<file path="config.mk">
export PLATFORM = sky130hd
export DESIGN_NAME = bounding_sphere_union_accumulator_flat
export DESIGN_NICKNAME = d
export VERILOG_FILES = /design/src/sv/bsu_pkg.sv /design/src/sv/bsu_if.sv /design/src/sv/bsu_ctrl.sv /design/src/sv/bsu_dp.sv /design/src/sv/bounding_sphere_union_accumulator.sv /design/src/flat_wrapper.sv
export SDC_FILE = /design/constraint.sdc
export NUM_CORES = 2
export LEC_CHECK = 0
export BUFFER_PORTS_ARGS = -buffer_cell sky130_fd_sc_hd__buf_2
export CAP_MARGIN = 0
export CORE_MARGIN = 2
export CORE_UTILIZATION = 42
export DETAILED_ROUTE_END_ITERATION = 10
export PLACE_DENSITY = 0.6
export SYNTH_ARGS = -nofsm -noshare
export SYNTH_HDL_FRONTEND = slang
export SYNTH_SLANG_ARGS = --single-unit
export TNS_END_PERCENT = 30
</file>
<file path="constraint.sdc">
create_clock -name clk -period 22.2 [get_ports clk]
set_clock_uncertainty 0.2 [all_clocks]
set_input_delay 0 -clock clk [delete_from_list [all_inputs] [get_ports clk]]
set_output_delay 0 -clock clk [all_outputs]
set_load 0.02 [all_outputs]
</file>
<file path="src/sv/bsu_pkg.sv">
// Shared types and constants of the bounding sphere union accumulator.
`default_nettype none
package bsu_pkg;
	localparam int FRAC_BITS = 12;
	localparam int RAD_W = 31;
	localparam int CNT_W = 16;
	localparam int D_W = 34;
	localparam int PROD_W = 68;
	localparam int HALF_W = 17;
	localparam int QUOT_W = 35;
	localparam int SQ_STEPS = 34;
	localparam int DIV_STEPS = 35;
	localparam logic [RAD_W-1:0] RAD_MAX = {RAD_W{1'b1}};
	localparam logic [CNT_W-1:0] CNT_MAX = {CNT_W{1'b1}};
	localparam longint MIN_RESET_L = (64'd1 << FRAC_BITS) / 1000;
	localparam longint MAX_FULL_L = 64'd100000 << FRAC_BITS;
	localparam logic [RAD_W-1:0] MIN_RESET = RAD_W'(MIN_RESET_L);
	localparam logic [RAD_W-1:0] MAX_RESET =
		(MAX_FULL_L > 64'h7FFFFFFF) ? RAD_MAX : RAD_W'(MAX_FULL_L);
	localparam logic CFG_MIN_RADIUS = 1'b0;
	localparam logic CFG_MAX_RADIUS = 1'b1;
	localparam logic KIND_CLEAR = 1'b0;

	typedef logic [1:0] coord_t;

	typedef struct packed {
		logic   latch;
		logic   clear;
		logic   load_new;
		logic   bump;
		logic   mul_en;
		logic   mul_first;
		logic   mul_hi;
		logic   mul_use_k;
		coord_t coord;
		logic   sqrt_init;
		logic   sqrt_step;
		logic   merge;
		logic   div_init;
		logic   div_step;
		logic   apply;
		logic   out_load;
	} bsu_cmd_t;

	typedef struct packed {
		logic is_add;
		logic usable;
		logic first;
		logic contained;
		logic replace;
	} bsu_stat_t;
endpackage
`default_nettype wire

</file>
<file path="src/sv/bsu_if.sv">
// Input and result channel interfaces of the bounding sphere union accumulator.
`default_nettype none
interface bsu_in_if;
	logic               valid;
	logic               ready;
	logic               kind;
	logic signed [31:0] center_x;
	logic signed [31:0] center_y;
	logic signed [31:0] center_z;
	logic signed [31:0] radius;
	modport source(output valid, kind, center_x, center_y, center_z, radius, input ready);
	modport sink(input valid, kind, center_x, center_y, center_z, radius, output ready);
endinterface

interface bsu_out_if;
	logic               valid;
	logic               ready;
	logic signed [31:0] union_x;
	logic signed [31:0] union_y;
	logic signed [31:0] union_z;
	logic [30:0]        union_radius;
	logic               accepted;
	logic [15:0]        spheres_seen;
	modport source(output valid, union_x, union_y, union_z, union_radius, accepted,
		spheres_seen, input ready);
	modport sink(input valid, union_x, union_y, union_z, union_radius, accepted,
		spheres_seen, output ready);
endinterface
`default_nettype wire

</file>
<file path="src/sv/bsu_ctrl.sv">
// Sequencing state machine of the bounding sphere union accumulator.
`default_nettype none
module bsu_ctrl
	import bsu_pkg::*;
(
	input  wire logic clk,
	input  wire logic arst_n,
	input  wire logic in_valid,
	output logic      in_ready,
	output logic      out_valid,
	input  wire logic out_ready,
	input  wire bsu_stat_t stat,
	output bsu_cmd_t  cmd
);
	typedef enum logic [8:0] {
		ST_IDLE   = 9'b000000001,
		ST_CHECK  = 9'b000000010,
		ST_SQ     = 9'b000000100,
		ST_SQRT   = 9'b000001000,
		ST_DECIDE = 9'b000010000,
		ST_MUL    = 9'b000100000,
		ST_DIV    = 9'b001000000,
		ST_APPLY  = 9'b010000000,
		ST_OUT    = 9'b100000000
	} state_t;

	state_t     state_q, state_d;
	logic [5:0] cnt_q, cnt_d;
	coord_t     coord_q, coord_d;
	logic       out_valid_q, out_valid_d;

	assign in_ready = (state_q == ST_IDLE);
	assign out_valid = out_valid_q;

	always_comb begin
		state_d = state_q;
		cnt_d = cnt_q;
		coord_d = coord_q;
		out_valid_d = out_valid_q;
		cmd = '0;
		if (out_valid_q && out_ready) begin
			out_valid_d = 1'b0;
		end
		unique case (state_q)
			ST_IDLE: begin
				if (in_valid) begin
					cmd.latch = 1'b1;
					state_d = ST_CHECK;
				end
			end
			ST_CHECK: begin
				cnt_d = '0;
				coord_d = '0;
				if (!stat.is_add) begin
					cmd.clear = 1'b1;
					state_d = ST_OUT;
				end else if (!stat.usable) begin
					state_d = ST_OUT;
				end else if (stat.first) begin
					cmd.load_new = 1'b1;
					cmd.bump = 1'b1;
					state_d = ST_OUT;
				end else begin
					state_d = ST_SQ;
				end
			end
			ST_SQ: begin
				cmd.mul_en = 1'b1;
				cmd.mul_first = (cnt_q == 6'd0);
				cmd.mul_hi = cnt_q[0];
				cmd.coord = cnt_q[2:1];
				cnt_d = cnt_q + 6'd1;
				if (cnt_q == 6'd5) begin
					cnt_d = '0;
					state_d = ST_SQRT;
				end
			end
			ST_SQRT: begin
				cmd.sqrt_init = (cnt_q == 6'd0);
				cmd.sqrt_step = (cnt_q != 6'd0);
				cnt_d = cnt_q + 6'd1;
				if (cnt_q == 6'(SQ_STEPS)) begin
					cnt_d = '0;
					state_d = ST_DECIDE;
				end
			end
			ST_DECIDE: begin
				cmd.bump = 1'b1;
				if (stat.contained) begin
					state_d = ST_OUT;
				end else if (stat.replace) begin
					cmd.load_new = 1'b1;
					state_d = ST_OUT;
				end else begin
					cmd.merge = 1'b1;
					state_d = ST_MUL;
				end
			end
			ST_MUL: begin
				cmd.mul_en = 1'b1;
				cmd.mul_use_k = 1'b1;
				cmd.mul_first = (cnt_q == 6'd0);
				cmd.mul_hi = cnt_q[0];
				cmd.coord = coord_q;
				cnt_d = cnt_q + 6'd1;
				if (cnt_q == 6'd1) begin
					cnt_d = '0;
					state_d = ST_DIV;
				end
			end
			ST_DIV: begin
				cmd.div_init = (cnt_q == 6'd0);
				cmd.div_step = (cnt_q != 6'd0);
				cnt_d = cnt_q + 6'd1;
				if (cnt_q == 6'(DIV_STEPS)) begin
					cnt_d = '0;
					state_d = ST_APPLY;
				end
			end
			ST_APPLY: begin
				cmd.apply = 1'b1;
				cmd.coord = coord_q;
				if (coord_q == 2'd2) begin
					state_d = ST_OUT;
				end else begin
					coord_d = coord_q + 2'd1;
					state_d = ST_MUL;
				end
			end
			ST_OUT: begin
				if (!out_valid_q || out_ready) begin
					cmd.out_load = 1'b1;
					out_valid_d = 1'b1;
					state_d = ST_IDLE;
				end
			end
			default: state_d = ST_IDLE;
		endcase
	end

	always_ff @(posedge clk or negedge arst_n) begin
		if (!arst_n) begin
			state_q <= ST_IDLE;
			cnt_q <= '0;
			coord_q <= '0;
			out_valid_q <= 1'b0;
		end else begin
			state_q <= state_d;
			cnt_q <= cnt_d;
			coord_q <= coord_d;
			out_valid_q <= out_valid_d;
		end
	end

	a_accept_check: assert property (@(posedge clk) disable iff (!arst_n)
		in_valid && in_ready |=> state_q == ST_CHECK)
		else $error("accepted item did not enter check");
	a_out_fill: assert property (@(posedge clk) disable iff (!arst_n)
		cmd.out_load |=> out_valid_q && state_q == ST_IDLE)
		else $error("result not presented after load");
	a_sqrt_done: assert property (@(posedge clk) disable iff (!arst_n)
		state_q == ST_SQRT && cnt_q == 6'(SQ_STEPS) |=> state_q == ST_DECIDE)
		else $error("root did not finish on time");
	a_no_accept_busy: assert property (@(posedge clk) disable iff (!arst_n)
		state_q != ST_IDLE |-> !in_ready)
		else $error("ready while busy");
endmodule
`default_nettype wire

</file>
<file path="src/sv/bsu_dp.sv">
// Datapath of the bounding sphere union accumulator: union state, multiplier, root, divider.
`default_nettype none
module bsu_dp
	import bsu_pkg::*;
(
	input  wire logic               clk,
	input  wire logic               arst_n,
	input  wire logic               cfg_we,
	input  wire logic               cfg_index,
	input  wire logic [RAD_W-1:0]   cfg_data,
	input  wire logic               kind,
	input  wire logic signed [31:0] center_x,
	input  wire logic signed [31:0] center_y,
	input  wire logic signed [31:0] center_z,
	input  wire logic signed [31:0] radius,
	input  wire bsu_cmd_t           cmd,
	output bsu_stat_t               stat,
	output logic signed [31:0]      union_x,
	output logic signed [31:0]      union_y,
	output logic signed [31:0]      union_z,
	output logic [RAD_W-1:0]        union_radius,
	output logic                    accepted,
	output logic [CNT_W-1:0]        spheres_seen
);
	logic [RAD_W-1:0]   min_q, max_q;
	logic               kind_q;
	logic signed [31:0] in_x_q, in_y_q, in_z_q, in_r_q;
	logic signed [31:0] acc_x_q, acc_y_q, acc_z_q;
	logic [RAD_W-1:0]   acc_r_q;
	logic [CNT_W-1:0]   cnt_q;
	logic               acc_flag_q;
	logic [PROD_W-1:0]  mul_q;
	logic [PROD_W-1:0]  rad_q;
	logic [36:0]        rem_q;
	logic [D_W-1:0]     root_q;
	logic [D_W-1:0]     k_q;
	logic [D_W-1:0]     drem_q;
	logic [QUOT_W-1:0]  quot_q;

	logic signed [31:0] sel_in, sel_acc;
	logic signed [32:0] diff;
	logic [32:0]        mag;
	logic [D_W-1:0]     opb;
	logic [HALF_W-1:0]  bhalf;
	logic [49:0]        prod;
	logic [PROD_W-1:0]  term;
	logic [36:0]        sq_t, sq_trial;
	logic [D_W:0]       dv_t;
	logic [D_W:0]       sum_d2, sum_d1;
	logic [D_W+1:0]     sum_all;
	logic [D_W:0]       nr;
	logic [31:0]        shifted;

	always_comb begin
		case (cmd.coord)
			2'd0: begin sel_in = in_x_q; sel_acc = acc_x_q; end
			2'd1: begin sel_in = in_y_q; sel_acc = acc_y_q; end
			default: begin sel_in = in_z_q; sel_acc = acc_z_q; end
		endcase
	end

	assign diff = 33'(sel_in) - 33'(sel_acc);
	assign mag = diff[32] ? 33'(-diff) : 33'(diff);
	assign opb = cmd.mul_use_k ? k_q : {1'b0, mag};
	assign bhalf = cmd.mul_hi ? opb[D_W-1:HALF_W] : opb[HALF_W-1:0];
	assign prod = 50'(mag) * 50'(bhalf);
	assign term = cmd.mul_hi ? {1'b0, prod, {HALF_W{1'b0}}} : PROD_W'(prod);

	assign sq_t = {rem_q[34:0], rad_q[PROD_W-1:PROD_W-2]};
	assign sq_trial = {1'b0, root_q, 2'b01};
	assign dv_t = {drem_q, quot_q[QUOT_W-1]};

	assign sum_d2 = (D_W+1)'(root_q) + (D_W+1)'(in_r_q[RAD_W-1:0]);
	assign sum_d1 = (D_W+1)'(root_q) + (D_W+1)'(acc_r_q);
	assign sum_all = (D_W+2)'(sum_d1) + (D_W+2)'(in_r_q[RAD_W-1:0]);
	assign nr = sum_all[D_W+1:1];
	assign shifted = diff[32] ? 32'(sel_acc) - quot_q[31:0] : 32'(sel_acc) + quot_q[31:0];

	assign stat.is_add = (kind_q != KIND_CLEAR);
	assign stat.usable = (in_r_q > $signed({1'b0, min_q})) && (in_r_q <= $signed({1'b0, max_q}));
	assign stat.first = (cnt_q == '0);
	assign stat.contained = (sum_d2 <= (D_W+1)'(acc_r_q));
	assign stat.replace = (sum_d1 <= (D_W+1)'(in_r_q[RAD_W-1:0]));

	always_ff @(posedge clk or negedge arst_n) begin
		if (!arst_n) begin
			min_q <= MIN_RESET;
			max_q <= MAX_RESET;
			acc_x_q <= '0;
			acc_y_q <= '0;
			acc_z_q <= '0;
			acc_r_q <= '0;
			cnt_q <= '0;
		end else begin
			if (cfg_we) begin
				if (cfg_index == CFG_MIN_RADIUS) begin
					min_q <= cfg_data;
				end else begin
					max_q <= cfg_data;
				end
			end
			if (cmd.clear) begin
				acc_x_q <= '0;
				acc_y_q <= '0;
				acc_z_q <= '0;
				acc_r_q <= '0;
				cnt_q <= '0;
			end
			if (cmd.load_new) begin
				acc_x_q <= in_x_q;
				acc_y_q <= in_y_q;
				acc_z_q <= in_z_q;
				acc_r_q <= in_r_q[RAD_W-1:0];
			end
			if (cmd.bump && cnt_q != CNT_MAX) begin
				cnt_q <= cnt_q + CNT_W'(1);
			end
			if (cmd.merge) begin
				acc_r_q <= (nr > (D_W+1)'(RAD_MAX)) ? RAD_MAX : nr[RAD_W-1:0];
			end
			if (cmd.apply) begin
				case (cmd.coord)
					2'd0: acc_x_q <= shifted;
					2'd1: acc_y_q <= shifted;
					default: acc_z_q <= shifted;
				endcase
			end
		end
	end

	always_ff @(posedge clk) begin
		if (cmd.latch) begin
			kind_q <= kind;
			in_x_q <= center_x;
			in_y_q <= center_y;
			in_z_q <= center_z;
			in_r_q <= radius;
		end
		if (cmd.latch) begin
			acc_flag_q <= 1'b0;
		end else if (cmd.bump) begin
			acc_flag_q <= 1'b1;
		end
		if (cmd.mul_en) begin
			mul_q <= cmd.mul_first ? term : mul_q + term;
		end
		if (cmd.sqrt_init) begin
			rad_q <= mul_q;
			rem_q <= '0;
			root_q <= '0;
		end else if (cmd.sqrt_step) begin
			rad_q <= {rad_q[PROD_W-3:0], 2'b00};
			if (sq_t >= sq_trial) begin
				rem_q <= sq_t - sq_trial;
				root_q <= {root_q[D_W-2:0], 1'b1};
			end else begin
				rem_q <= sq_t;
				root_q <= {root_q[D_W-2:0], 1'b0};
			end
		end
		if (cmd.merge) begin
			k_q <= nr[D_W-1:0] - D_W'(acc_r_q);
		end
		if (cmd.div_init) begin
			drem_q <= mul_q[PROD_W-1:QUOT_W] == '0 ? '0 : D_W'(mul_q[PROD_W-1:QUOT_W]);
			quot_q <= mul_q[QUOT_W-1:0];
		end else if (cmd.div_step) begin
			if (dv_t >= {1'b0, root_q}) begin
				drem_q <= D_W'(dv_t - {1'b0, root_q});
				quot_q <= {quot_q[QUOT_W-2:0], 1'b1};
			end else begin
				drem_q <= dv_t[D_W-1:0];
				quot_q <= {quot_q[QUOT_W-2:0], 1'b0};
			end
		end
		if (cmd.out_load) begin
			union_x <= acc_x_q;
			union_y <= acc_y_q;
			union_z <= acc_z_q;
			union_radius <= acc_r_q;
			accepted <= acc_flag_q;
			spheres_seen <= cnt_q;
		end
	end
endmodule
`default_nettype wire

</file>
<file path="src/sv/bounding_sphere_union_accumulator.sv">
// Top level of the bounding sphere union accumulator.
// One item at a time. A clear, an unusable sphere or the first usable sphere
// goes from the check state to output; a contained or replacing sphere adds
// six half-width products for the squared distance, a 34-step bit-serial
// square root and a decision state; a true merge adds the shared 33x17
// multiplier and the 35-step restoring divider, run once per axis. The result
// sits in an output register, so the next item is taken while the previous
// result waits. The user must write min_radius and max_radius through cfg_we,
// cfg_index and cfg_data only while idle; the block does not enforce this.
`default_nettype none
module bounding_sphere_union_accumulator
	import bsu_pkg::*;
(
	input  wire logic             clk,
	input  wire logic             arst_n,
	input  wire logic             cfg_we,
	input  wire logic             cfg_index,
	input  wire logic [RAD_W-1:0] cfg_data,
	bsu_in_if.sink                in_ch,
	bsu_out_if.source             out_ch
);
	bsu_cmd_t  cmd;
	bsu_stat_t stat;

	bsu_ctrl u_ctrl (
		.clk       (clk),
		.arst_n    (arst_n),
		.in_valid  (in_ch.valid),
		.in_ready  (in_ch.ready),
		.out_valid (out_ch.valid),
		.out_ready (out_ch.ready),
		.stat      (stat),
		.cmd       (cmd)
	);

	bsu_dp u_dp (
		.clk          (clk),
		.arst_n       (arst_n),
		.cfg_we       (cfg_we),
		.cfg_index    (cfg_index),
		.cfg_data     (cfg_data),
		.kind         (in_ch.kind),
		.center_x     (in_ch.center_x),
		.center_y     (in_ch.center_y),
		.center_z     (in_ch.center_z),
		.radius       (in_ch.radius),
		.cmd          (cmd),
		.stat         (stat),
		.union_x      (out_ch.union_x),
		.union_y      (out_ch.union_y),
		.union_z      (out_ch.union_z),
		.union_radius (out_ch.union_radius),
		.accepted     (out_ch.accepted),
		.spheres_seen (out_ch.spheres_seen)
	);
endmodule
`default_nettype wire

</file>
<file path="src/flat_wrapper.sv">
// flat-port wrapper written by rule: the top's interface ports become plain ports
module bounding_sphere_union_accumulator_flat import bsu_pkg::*;
  (clk, arst_n, cfg_we, cfg_index, cfg_data, in_ch_valid, in_ch_kind, in_ch_center_x, in_ch_center_y, in_ch_center_z, in_ch_radius, in_ch_ready, out_ch_valid, out_ch_union_x, out_ch_union_y, out_ch_union_z, out_ch_union_radius, out_ch_accepted, out_ch_spheres_seen, out_ch_ready);
  bsu_in_if in_ch_i ();
  bsu_out_if out_ch_i ();
  input  wire logic clk;
  input  wire logic arst_n;
  input  wire logic cfg_we;
  input  wire logic cfg_index;
  input  wire logic [RAD_W-1:0] cfg_data;
  input wire logic [$bits(in_ch_i.valid)-1:0] in_ch_valid;
  input wire logic [$bits(in_ch_i.kind)-1:0] in_ch_kind;
  input wire logic [$bits(in_ch_i.center_x)-1:0] in_ch_center_x;
  input wire logic [$bits(in_ch_i.center_y)-1:0] in_ch_center_y;
  input wire logic [$bits(in_ch_i.center_z)-1:0] in_ch_center_z;
  input wire logic [$bits(in_ch_i.radius)-1:0] in_ch_radius;
  output wire logic [$bits(in_ch_i.ready)-1:0] in_ch_ready;
  output wire logic [$bits(out_ch_i.valid)-1:0] out_ch_valid;
  output wire logic [$bits(out_ch_i.union_x)-1:0] out_ch_union_x;
  output wire logic [$bits(out_ch_i.union_y)-1:0] out_ch_union_y;
  output wire logic [$bits(out_ch_i.union_z)-1:0] out_ch_union_z;
  output wire logic [$bits(out_ch_i.union_radius)-1:0] out_ch_union_radius;
  output wire logic [$bits(out_ch_i.accepted)-1:0] out_ch_accepted;
  output wire logic [$bits(out_ch_i.spheres_seen)-1:0] out_ch_spheres_seen;
  input wire logic [$bits(out_ch_i.ready)-1:0] out_ch_ready;
  assign in_ch_i.valid = in_ch_valid;
  assign in_ch_i.kind = in_ch_kind;
  assign in_ch_i.center_x = in_ch_center_x;
  assign in_ch_i.center_y = in_ch_center_y;
  assign in_ch_i.center_z = in_ch_center_z;
  assign in_ch_i.radius = in_ch_radius;
  assign in_ch_ready = in_ch_i.ready;
  assign out_ch_valid = out_ch_i.valid;
  assign out_ch_union_x = out_ch_i.union_x;
  assign out_ch_union_y = out_ch_i.union_y;
  assign out_ch_union_z = out_ch_i.union_z;
  assign out_ch_union_radius = out_ch_i.union_radius;
  assign out_ch_accepted = out_ch_i.accepted;
  assign out_ch_spheres_seen = out_ch_i.spheres_seen;
  assign out_ch_i.ready = out_ch_ready;
  bounding_sphere_union_accumulator u_core (.clk(clk), .arst_n(arst_n), .cfg_we(cfg_we), .cfg_index(cfg_index), .cfg_data(cfg_data), .in_ch(in_ch_i), .out_ch(out_ch_i));
endmodule
</file>
======== Yosys cells after proc, flatten, opt, wreduce, memory -nomap -nowiden ========
Index checks and enable logic that the tools add are counted.
storage, ports and cells
  register bits after elaboration ......... 805
  input port bits ......................... 166
  logic and storage cells ................. 180
cells by class
  $lt $le $gt $ge ......................... 7
  equal/unequal tests ..................... 23
  $add $sub $neg .......................... 14
  multiply operators ...................... 1
  multiplexer cells ....................... 81
  bitwise logic cells ..................... 1
  reductions and logical operators ........ 23
operators by type and width
  kind                                                                    number
  32-bit 2-to-1 mux                                                       13
  68-bit 2-to-1 mux                                                       3
  34-bit 2-to-1 mux                                                       4
  32-bit one-hot mux with 2 select lines                                  2
  31-bit 2-to-1 mux                                                       4
  9-bit 2-to-1 mux                                                        12
  35-bit 2-to-1 mux                                                       3
  9-bit one-hot mux with 9 select lines                                   1
  34-bit by 31-bit adder with 35-bit output                               2
  35-bit by 31-bit less-or-equal comparator with 1-bit output             2
  68-bit by 67-bit adder with 68-bit output                               1
  67-bit 2-to-1 mux                                                       1
  33-bit 2-to-1 mux                                                       2
  33-bit by 17-bit multiplier with 50-bit output                          1
  37-bit by 36-bit >= comparator with 1-bit output                        1
  35-bit by 31-bit adder with 36-bit output                               1
  35-bit by 34-bit >= comparator with 1-bit output                        1
  35-bit by 31-bit > comparator with 1-bit output, second input constant  1
  35-bit subtractor                                                       1
  34-bit by 31-bit subtractor with 34-bit output                          1
  34-bit subtractor                                                       1
  33-bit zero test                                                        1
  33-bit negation                                                         1
  32-bit by 32-bit subtractor with 33-bit output                          1
  other kinds (45)                                                        89

======== Depth between registers and ports, before layout ========
  depth after elaboration ................. 14
  mapped depth ............................ 80
  gate-level depth less buffers ........... 74

======== By module ========
A second synthesis with hierarchy kept.
unflattened totals
  cell total of the unflattened synthesis .. 7603
  area, all modules ....................... 71496.1 µm²
by module, submodules not included
  module    area each (µm²)  cells an instance  times used  sequential area each (µm²)
  bsu_dp    70174.8          7447               1           21914.8
  bsu_ctrl  1321.3           156                1           451.7

======== Least setup slack after synthesis ========
No wires, ideal clock.
  path type ............................... register to register
  start point ............................. register u_core.u_ctrl.state_q[8]
  end point ............................... register u_core.u_dp.mul_q[65], data pin
  path buffers ............................ 7
  arrival time ............................ 16.126 ns
  setup time .............................. 0.260 ns
  path slack .............................. 5.614 ns
  stages on the path, launching flop included .. 72
  clock period less this slack ............ 16.586 ns
  required time ........................... 21.740 ns
  path through ............................ dfrtp_1 > nor4_4 > nand4_1 > nand2_1 > buf_4 > clkbuf_1 > buf_1 > clkbuf_1 > clkbuf_1 > a21oi_1 > a21oi_1 > ha_1 > nor2b_1 > o21ai_0 > nand2_1 > maj3_1 > o21ai_0 > and3_1 > [36 not listed] > a21oi_1 > a21oi_1 > o21ai_0 > a2111oi_0 > nor3_1 > xnor2_1 > o21ai_0 > ha_1 > and3_1 > a31oi_1 > o211ai_1 > and4b_1 > a221o_1 > a211o_1 > a21o_1 > a21oi_1 > xnor2_1 > mux2_2
between the ends
  longest elaborated chain between the ends .. 14
  elaborated cells between the ends (all ways) .. 21
ends and longest elaborated chain
  element                                                                                                      line             source
  from (decl)                                                                                                  bsu_ctrl.sv:27   state_t state_q, state_d;
  from (signal assigned)                                                                                       bsu_ctrl.sv:148  state_q <= state_d;
  9-bit by 8-bit == test with 1-bit output / 9-bit by 6-bit == test with 1-bit output (equally long branches)  bsu_ctrl.sv:44   unique case (state_q)
  2-bit OR reduction (no source line)                                                                          --
  2-bit one-hot mux with 2 select lines                                                                        bsu_ctrl.sv:44
  2-bit by 1-bit == test with 1-bit output / 2-bit zero test (equally long branches)                           bsu_dp.sv:55     case (cmd.coord)
  32-bit one-hot mux with 2 select lines                                                                       bsu_dp.sv:55
  32-bit by 32-bit subtractor with 33-bit output                                                               bsu_dp.sv:62     assign diff = 33'(sel_in) - 33'(sel_acc);
  33-bit negation                                                                                              bsu_dp.sv:63     assign mag = diff[32] ? 33'(-diff) : 33'(diff);
  33-bit 2-to-1 mux                                                                                            bsu_dp.sv:63
  34-bit 2-to-1 mux                                                                                            bsu_dp.sv:64     assign opb = cmd.mul_use_k ? k_q : {1'b0, mag};
  17-bit 2-to-1 mux                                                                                            bsu_dp.sv:65     assign bhalf = cmd.mul_hi ? opb[D_W-1:HALF_W] : opb[HALF_W-1:0];
  33-bit by 17-bit multiplier with 50-bit output                                                               bsu_dp.sv:66     assign prod = 50'(mag) * 50'(bhalf);
  67-bit 2-to-1 mux                                                                                            bsu_dp.sv:67     assign term = cmd.mul_hi ? {1'b0, prod, {HALF_W{1'b0}}} : PROD_W'(prod);
  68-bit by 67-bit adder with 68-bit output                                                                    bsu_dp.sv:145    mul_q <= cmd.mul_first ? term : mul_q + term;
  68-bit 2-to-1 mux *                                                                                          bsu_dp.sv:145
  to (signal assigned)                                                                                         bsu_dp.sv:145
  to (decl)                                                                                                    bsu_dp.sv:32     logic [PROD_W-1:0] mul_q;
Mark *: on every way between the ends. The rest lies on a longest branch, timed or not.
A chain may end at the register's enable or synchronous reset.

======== Final worst setup path ========
  start point ............................. register u_core.u_ctrl.state_q[7]
  end point ............................... register u_core.u_dp.mul_q[65], data pin
The elaborated chain is that of the path after synthesis.

==> impl_metrics.prom <==
# TYPE chip_impl_metric gauge
chip_impl_info{name="worstHoldStart",value="in_ch_valid"} 1
chip_impl_metric{name="critPathArrivalTime",unit="ns"} 19.57
chip_impl_metric{name="core-area",unit="mm2"} 0.1672
chip_impl_info{name="critPathLaunchType",value="register"} 1
chip_impl_metric{name="floorplan.die.height",unit="um"} 414.2
chip_impl_metric{name="post_route_cells_drive_above_1_share",unit="%"} 9.544
chip_impl_info{name="synth.area.top_cells",value="edfxtp_1, fa_1, ha_1, dfrtp_1, nand2_1"} 1
chip_impl_metric{name="drtAntennaViolNets",unit=""} 0
chip_impl_metric{name="clock_tree.htree_level_count",unit=""} 3
chip_impl_metric{name="syn_area",unit="mm2"} 0.07067
chip_impl_metric{name="wl_per_cell",unit="um"} 21.65
chip_impl_metric{name="finalHoldViolations",unit=""} 0
chip_impl_info{name="status",value="complete, no violations"} 1
chip_impl_metric{name="regArea",unit="mm2"} 0.02237
chip_impl_metric{name="gp_routability_congestion",unit=""} 0.9542
chip_impl_metric{name="yosys.cell_types.count",unit=""} 112
chip_impl_metric{name="antenna-diode-count",unit=""} 0
chip_impl_metric{name="via_count_of_the_first_global_routing_pass",unit=""} 58856
chip_impl_metric{name="timing.critical_path.fanout_max",unit=""} 35
chip_impl_metric{name="layout.filler_cells",unit=""} 15434
chip_impl_metric{name="timing.final.crit_share",unit="%"} 87.03
chip_impl_metric{name="pin_count",unit=""} 312
chip_impl_metric{name="die_area",unit="mm2"} 0.1716
chip_impl_metric{name="synth.net_count",unit=""} 8878
chip_impl_metric{name="final.min_clock_period",unit="ns"} 19.32
chip_impl_info{name="critPathSlowestCell",value="or4_1"} 1
chip_impl_info{name="kind_of_capture_point_of_the_worst_setup_path",value="register"} 1
chip_impl_metric{name="grt_pass1_wl",unit="um"} 351700
chip_impl_metric{name="postSynthAreaPerCell",unit="um2"} 9.201
chip_impl_metric{name="postSynthCellCount",unit=""} 7681
chip_impl_metric{name="cap_violations",unit=""} 0
chip_impl_metric{name="vias",unit=""} 59188
chip_impl_info{name="synthMostInstantiatedCell",value="nand2_1"} 1
chip_impl_metric{name="relSlewSlack",unit="%"} 8.885
chip_impl_metric{name="clock_tree.buffer_depth",unit=""} 3
chip_impl_metric{name="tritoncts_num_sinks",unit=""} 805
chip_impl_metric{name="dr.pass1.iters",unit=""} 6
chip_impl_metric{name="synth-warning-count",unit=""} 0
chip_impl_metric{name="worst_path_largest_cell_delay",unit="ns"} 0.90
chip_impl_info{name="crit_path_frequent_cell",value="fa_1"} 1
chip_impl_info{name="clockRootBuffer",value="clkbuf_16"} 1
chip_impl_metric{name="placed_cells_incl_taps",unit=""} 10003
chip_impl_metric{name="finalNetCount",unit=""} 9453
chip_impl_metric{name="multi_input_area",unit="mm2"} 0.04396
chip_impl_info{name="cts_tree",value="built"} 1
chip_impl_metric{name="clock_latency",unit="ns"} 0.72
chip_impl_metric{name="grt.total_usage",unit="%"} 26.15
chip_impl_metric{name="largest_net_degree_at_the_start_of_global_routing",unit=""} 145
chip_impl_metric{name="max_clock_freq",unit="GHz"} 0.05176
chip_impl_metric{name="initialDrtViolationCount",unit=""} 5136
chip_impl_info{name="synth_ff_type",value="edfxtp_1"} 1
chip_impl_metric{name="vias_per_cell",unit=""} 5.619
chip_impl_metric{name="cts-buffers-inserted",unit=""} 87
chip_impl_metric{name="synth_enable_flop_cells",unit=""} 512
chip_impl_metric{name="floorplan.initialDensity",unit="%"} 42.26
chip_impl_metric{name="route.detailed.drc",unit=""} 0
chip_impl_metric{name="netlist.area_leader.share",unit="%"} 21.76
chip_impl_info{name="synthTopCellsByCount",value="nand2_1, inv_1, nor2_1"} 1
chip_impl_metric{name="async_set_reset_flop_share_out_of_synthesis",unit="%"} 27.70
chip_impl_info{name="setup.worst_path.class",value="reg -> reg"} 1
chip_impl_metric{name="clk_pin_slew_worst_paths",unit="ns"} 0.06
chip_impl_metric{name="globalRoute.totalOverflow",unit=""} 0
chip_impl_metric{name="synth-seq-cells",unit=""} 805
chip_impl_metric{name="finalSetupViolations",unit=""} 0
chip_impl_metric{name="dp_hpwl",unit="um"} 171000
chip_impl_info{name="critical_path.startpoint",value="u_core.u_ctrl.state_q[7]$_DFFE_PN0P_"} 1
chip_impl_metric{name="drt_wl_total",unit="um"} 228100
chip_impl_info{name="regToRegStartpoint",value="u_core.u_ctrl.state_q[7]$_DFFE_PN0P_"} 1
chip_impl_metric{name="area_growth_syn_to_layout",unit="%"} 15.26
chip_impl_metric{name="cts-resized-gates",unit=""} 0
chip_impl_metric{name="number_of_antenna_violations_at_the_first_check_in_global_routing",unit=""} 4
chip_impl_info{name="rsz0062_at_grt",value="no"} 1
chip_impl_metric{name="worstPathRequired",unit="ns"} 22.45
chip_impl_metric{name="die_x",unit="um"} 414.2
chip_impl_info{name="synthDominantAreaCellType",value="edfxtp_1"} 1
chip_impl_metric{name="worstMarginPinSlew",unit="ns"} 1.362
chip_impl_metric{name="synth_sequential_area_ratio",unit="%"} 31.65
chip_impl_metric{name="final_total_negative_setup_slack",unit="ns"} 0
chip_impl_metric{name="maxSlewViolCount",unit=""} 0
chip_impl_metric{name="instances_no_fill",unit=""} 10534
chip_impl_metric{name="port_buffers",unit=""} 311
chip_impl_info{name="hold_path_class",value="in -> reg"} 1
chip_impl_metric{name="number_of_placement_rows",unit=""} 150
## worst paths after layout
| kind | depth (start not counted) | end | slack (ns) |
|---|---|---|---|
| worst max-delay path | 63 | u_core.u_dp.mul_q[65]$_DFFE_PN_ | 2.88 |
| min in group asynchronous | 3 | u_core.u_dp.min_q[2]$_DFFE_PN1P_ | 0.21 |
| max in group asynchronous | 5 | u_core.u_dp.acc_x_q[4]$_DFF_PN0_ | 19.74 |
| worst max register to register | 63 | u_core.u_dp.mul_q[65]$_DFFE_PN_ | 2.88 |
| worst min-delay path | 3 | u_core.u_dp.in_z_q[28]$_DFFE_PP_ | 0.18 |
| worst min register to register | 0 | u_core.u_dp.accepted$_DFFE_PP_ | 0.23 |
## area by class of cell
class / count / share of cell area [%]
Timing Repair Buffer: 778 / 7.394
Multi-Input combinational cell: 5663 / 53.97
Sequential cell: 805 / 27.46
Inverter: 921 / 4.247
Clock buffer: 123 / 3.003
Clock inverter: 40 / 0.5453
Tap cell: 2204 / 3.385
## state kept, by name (all words and copies together), names as in the netlist, 34 cells and up
name / cells
u_core.u_dp.mul_q: 68
u_core.u_dp.rad_q: 68
u_core.u_dp.quot_q: 35
u_core.u_dp.rem_q: 35
u_core.u_dp.drem_q: 34
u_core.u_dp.k_q: 34
u_core.u_dp.root_q: 34
## metal layers
| layer | wire length, um | vias to the layer above | part of all wire, % | global-route usage [%] |
|---|---|---|---|---|
| li1 | - | 27550 | - | - |
| met1 | 97020 | 29175 | 43 | 34.69 |
| met2 | 108700 | 2102 | 48 | 43.92 |
| met3 | 14240 | 359 | 6.2 | 3.673 |
| met4 | 8148 | 2 | 3.6 | 8.648 |
| met5 | 9 | - | 0.0039 | 0 |
## critical path, delay by kind of cell, from the launching register on
kind            cells  cell delay, ns
simple gates       20            6.34
compound gates     26            6.21
fa+ha+maj          11            4.84
flops               1            0.51
buf+inv             3            0.34
xor+xnor            2            0.31
mux                 1            0.26
## cells in the final DEF (no fill, tap or decap), types with 91 or more instances in the layout
master and count:
nand2_1 992, dfrtp_1 215, o21ai_0 383, mux2_2 107
xor2_1 150, nor2_1 558, fa_1 472, buf_4 98
ha_1 559, a21oi_1 495, a21o_1 122, a31oi_1 96
nand2b_1 108, edfxtp_1 512, inv_1 917, nor2b_1 91
xnor2_1 257, dlygate4sd3_1 367, nor3_1 93, buf_2 310
## logic make-up (layout without fill, tap and decap cells)
kind of cell,after synthesis,after routing,share of synthesized area [%]
flops,805,805,31.65
xor+xnor,423,423,5.264
compound gates,1695,1695,15.36
mux,156,156,2.399
buf+inv,1213,1862,6.609
simple gates,2343,2343,15.23
fa+ha+maj,1046,1046,23.49
## stage by stage
step,setup slack [ns],util (%),cell area [um2],hold slack [ns]
finish,2.879,48.71,81460,0.1822
global route,1.621,48.71,81460,0.1591
CTS,3.012,48.71,81460,0.09767
detailed placement,3.164,44.77,74870,-0.09792
global placement,3.566,44.77,74870,-0.09553
floorplan,5.614,-,70670,-0.4956
## what timing repair did
item / 4_1_cts / 5_1_grt
buffers inserted: 0 / 0
hold buffers: 368 / 0
endpoints found under the hold margin: 305 / 0
Power is not shown: default switching activity piles up to over one toggle a cycle in this logic, so the estimate is an artifact.
